File: config.mk
export PLATFORM = sky130hd
export DESIGN_NAME = msi_ram
export DESIGN_NICKNAME = d
export VERILOG_FILES = /design/src/rtl/mlp_sigmoid_inference_defines.svh /design/src/rtl/msi_ram.sv
export SDC_FILE = /design/constraint.sdc
export NUM_CORES = 1
export LEC_CHECK = 0
export BUFFER_PORTS_ARGS = -buffer_cell sky130_fd_sc_hd__buf_2
export CORE_MARGIN = 5
export CORE_UTILIZATION = 59
export CTS_CLUSTER_DIAMETER = 50
export DETAILED_ROUTE_END_ITERATION = 10
export PLACE_DENSITY = 0.75
export SYNTH_ARGS = -nofsm -noshare
export SYNTH_HDL_FRONTEND = slang
export SYNTH_SLANG_ARGS = --single-unit
File: constraint.sdc
create_clock -name i_clk -period 2.8 [get_ports i_clk]
set_clock_uncertainty 0.15 [all_clocks]
set_input_delay 0.14 -clock i_clk [delete_from_list [all_inputs] [get_ports i_clk]]
set_output_delay 0.14 -clock i_clk [all_outputs]
set_load 0.02 [all_outputs]
File: src/rtl/mlp_sigmoid_inference_defines.svh
// Assertion macros used by the perceptron inference top level.
// No dependencies; included by files that carry concurrent checks.
`ifndef MLP_SIGMOID_INFERENCE_DEFINES_SVH
`define MLP_SIGMOID_INFERENCE_DEFINES_SVH

// Check that an antecedent implies a consequent in the same cycle
`define MSI_ASSERT_SAME(label, clk, rst_n, ante, cons) \
    label: assert property (@(posedge clk) disable iff (!(rst_n)) (ante) |-> (cons)) \
        else $error("msi same-cycle check failed");

// Check that an antecedent implies a consequent in the next cycle
`define MSI_ASSERT_NEXT(label, clk, rst_n, ante, cons) \
    label: assert property (@(posedge clk) disable iff (!(rst_n)) (ante) |=> (cons)) \
        else $error("msi next-cycle check failed");

`endif

File: src/rtl/msi_ram.sv
// Generic single-write, single-read RAM with registered read data.
// No dependencies.
`timescale 1ns / 1ps
module msi_ram #(
    parameter int WIDTH = 16,
    parameter int DEPTH = 16
) (
    input  logic                                     i_clk,
    input  logic                                     i_we,
    input  logic [((DEPTH > 1) ? $clog2(DEPTH) : 1)-1:0] i_waddr,
    input  logic [WIDTH-1:0]                         i_wdata,
    input  logic [((DEPTH > 1) ? $clog2(DEPTH) : 1)-1:0] i_raddr,
    output logic [WIDTH-1:0]                         o_rdata
);

    logic [WIDTH-1:0] r_mem [DEPTH];
    logic [WIDTH-1:0] r_rdata;

    // write port and registered read port
    always_ff @(posedge i_clk) begin
        if (i_we) begin
            r_mem[i_waddr] <= i_wdata;
        end
        r_rdata <= r_mem[i_raddr];
    end

    assign o_rdata = r_rdata;

endmodule

==> results.py <==
metrics = {
    "sta": {
        "slew_headroom_pct": 33.4,
        "drv_slew": 0,
        "fin_tns_setup_ps": 0,
        "timing.fmax_mhz": 659,
        "hold_ws_ps": 81.2,
        "worstMarginPinSlew_ps": 999,
        "setup_violations": 0,
        "rsz0062_at_grt": "false",
        "hold_violations": 0,
        "final.min_clock_period_ps": 1520,
        "post-route-period-util_pct": 54.2,
    },
    "clock_tree": {
        "clk_latency_ps": 520,
        "cts-root-buf": "clkbuf_16",
        "h-tree-depth": 1,
        "clkSinkCount": 272,
        "cts_resized": 0,
        "numCtsBuffers": 27,
        "cts_tree": "yes",
        "clockBufferDepth": 3,
        "path_clk_slew_ps": 60,
    },
    "critical_path": {
        "slowest_stage": "mux4_1",
        "r2r-end": "o_rdata[0]",
        "r2r_start": "r_mem[1][0]",
        "crit_buf_inv": 0,
        "slowest_delay_ps": 550,
        "worst_r2r_path_depth": 3,
        "startpoint_type": "register",
        "path_cells": "mux4_1 > a22oi_1 > nand2_1",
        "end_kind": "register",
        "critPathMaxFanout": 1,
        "cp.required_ps": 3060,
        "cp.arrival_ps": 1780,
        "critPathTopFamily": "multiplexers",
        "crit_type": "register to register",
        "r2r_slack_ps": 1280,
    },
    "run": {
        "drv_cap": 0,
    },
    "synth": {
        "yosysMostFrequentCell": "edfxtp_1",
        "ys_types": 19,
        "yosysWarnings": 0,
        "synthArstFlopShare_pct": 0,
        "synthTopCellsByArea": "edfxtp_1 77%, mux4_2 12%, dfxtp_1 3.2%, mux4_1 2.6%, a22oi_1 2.4%",
        "synth_top_area_share_pct": 76.5,
        "ys_ff_latch": 272,
        "synth_commonest_cells": "256 x edfxtp_1, 54 x mux4_2, 32 x a22oi_1, 17 x nand2_1, 16 x dfxtp_1",
        "avgSynthCellArea_um2": 23.2,
        "yosysTopAreaCell": "edfxtp_1",
        "synth_ff_type": "edfxtp_1",
        "synth_cells": 432,
        "syn_area_um2": 10000,
        "synth_nets": 458,
        "ys_seq_area_share_pct": 79.7,
        "synth_enable_flop_cells": 256,
    },
    "power": {
        "p_leak_uw": 0.00393,
        "powerDensity_nw_per_um2": 730,
        "p_total_uw": 8610,
        "max-vdd-ir-drop_v": 0.000612,
    },
    "outcome": {
        "status": "completed",
    },
    "placement": {
        "dp.cells": 707,
        "dp_hpwl_um": 11400,
        "port_buffers": 41,
        "place_congestion": 0.755,
    },
    "global_routing": {
        "grt_max_degree": 25,
        "grt_pass1_vias": 5043,
        "antenna_found_initial": 0,
        "grt_use_total_pct": 21.2,
        "gr-total-overflow": 0,
        "grt_pass1_wl_um": 31000,
    },
    "drt": {
        "drt-total-wl_um": 20500,
        "routedWlPerCell_um": 26.5,
        "drt_iter0_drc": 567,
        "num_vias": 4881,
        "drtPass1Iterations": 5,
        "drc": 0,
        "vias_per_cell": 6.32,
        "ant_nets": 0,
    },
    "min_path": {
        "worstHoldStart": "i_waddr[0]",
        "whs_endpoint": "r_mem[8][9]",
        "min_path_type": "input pin to register",
        "hold_depth": 3,
    },
    "floorplan": {
        "start_util_pct": 60.3,
        "die_x_um": 140,
        "coreArea_um2": 16600,
        "ios": 42,
        "die_h_um": 140,
        "rows": 47,
        "die_area_um2": 19700,
    },
    "layout": {
        "drive_above_1_share_pct": 34.6,
        "antenna_cells": 0,
        "synthToLayoutAreaGrowth_pct": 17.5,
        "finalNonFillerCells": 772,
        "nFillCells": 975,
        "nNetsFinal": 558,
    },
}
## cells in the final DEF (no fill, tap or decap), drive strengths merged, types with 3 or more instances in the layout
cell type	netlist	final
nor2	13	13
dfxtp	16	16
clkinv	0	8
nor3	4	4
bufinv	0	3
dlygate4sd3	0	16
mux4	64	64
clkinvlp	0	3
buf	13	76
clkbuf	8	33
nand2	17	17
a22oi	32	32
edfxtp	256	256
## worst max-delay path by stage
| stage | startpoint | end | slack, ps | depth (start not counted) |
|---|---|---|---|---|
| finish | r_mem[1][0] | o_rdata[0] | 1280 | 3 |
| CTS | r_mem[1][0] | o_rdata[0] | 1290 | 3 |
| global route | r_mem[1][0] | o_rdata[0] | 1260 | 3 |
| global placement | i_raddr[0] | o_rdata[11] | 850 | 5 |
| floorplan | i_waddr[2] | r_mem[0][0] | 450 | 2 |
| detailed placement | i_raddr[0] | o_rdata[11] | 810 | 5 |
## cell families (layout without fill, tap and decap cells)
family | after synthesis | in the layout | synth area share (%)
buffers and inverters | 21 | 141 | 1.23
AND/OR/NAND/NOR | 43 | 43 | 1.92
flip-flops | 272 | 272 | 79.7
multiplexers | 64 | 64 | 14.7
AO/OA/AOI/OAI | 32 | 32 | 2.39
## per-layer routing
layer / GRT usage [%] / vias up / share of wire [%]
met5: 0 / - / 0
met4: 5.00 / 0 / 1.7
met3: 4.46 / 29 / 8.7
met2: 34.2 / 220 / 50
met1: 30.5 / 2592 / 40
li1: - / 2040 / -
## final cells by class
type | count | area [µm²] | share of cell area, %
sequential | 272 | 8010 | 67.9
timing repair buffer | 92 | 656 | 5.56
clock buffer | 33 | 728 | 6.17
multi-input combinational | 139 | 1960 | 16.6
tap | 220 | 275 | 2.33
clock inverter | 16 | 168 | 1.42
## metrics by stage
stage | setup slack [ps] | utilization [%] | instance area [µm²]
5_1_grt | 1260 | 70.9 | 11800
6_report | 1280 | 70.9 | 11800
4_1_cts | 1290 | 70.9 | 11800
3_5_place_dp | 815 | 64.5 | 10700
2_1_floorplan | 455 | - | 10000
3_3_place_gp | 851 | 64.5 | 10700
## sequential cells by signal, summed over array words and instances (netlist names)
| signal | cells |
|---|---|
| o_rdata | 16 |
| r_mem | 256 |
## power breakdown
group / switching (µW) / internal (µW) / total (µW)
clock: 1450 / 2130 / 3580
sequential: 26.3 / 4550 / 4580
combinational: 265 / 191 / 456
total: 1740 / 6870 / 8610
## tightest hold or removal path: cells and delay by family
| kind | cells | cell delay (ps) |
|---|---|---|
| buffers and inverters | 2 | 360 |
| and+or+nand+nor | 1 | 80 |
## timing repair
action                    4_1_cts  5_1_grt
hold buffers                   16        0
buffers inserted                0        0
hold endpoints to repair      256        0
Power figures use the tool's default switching activity.
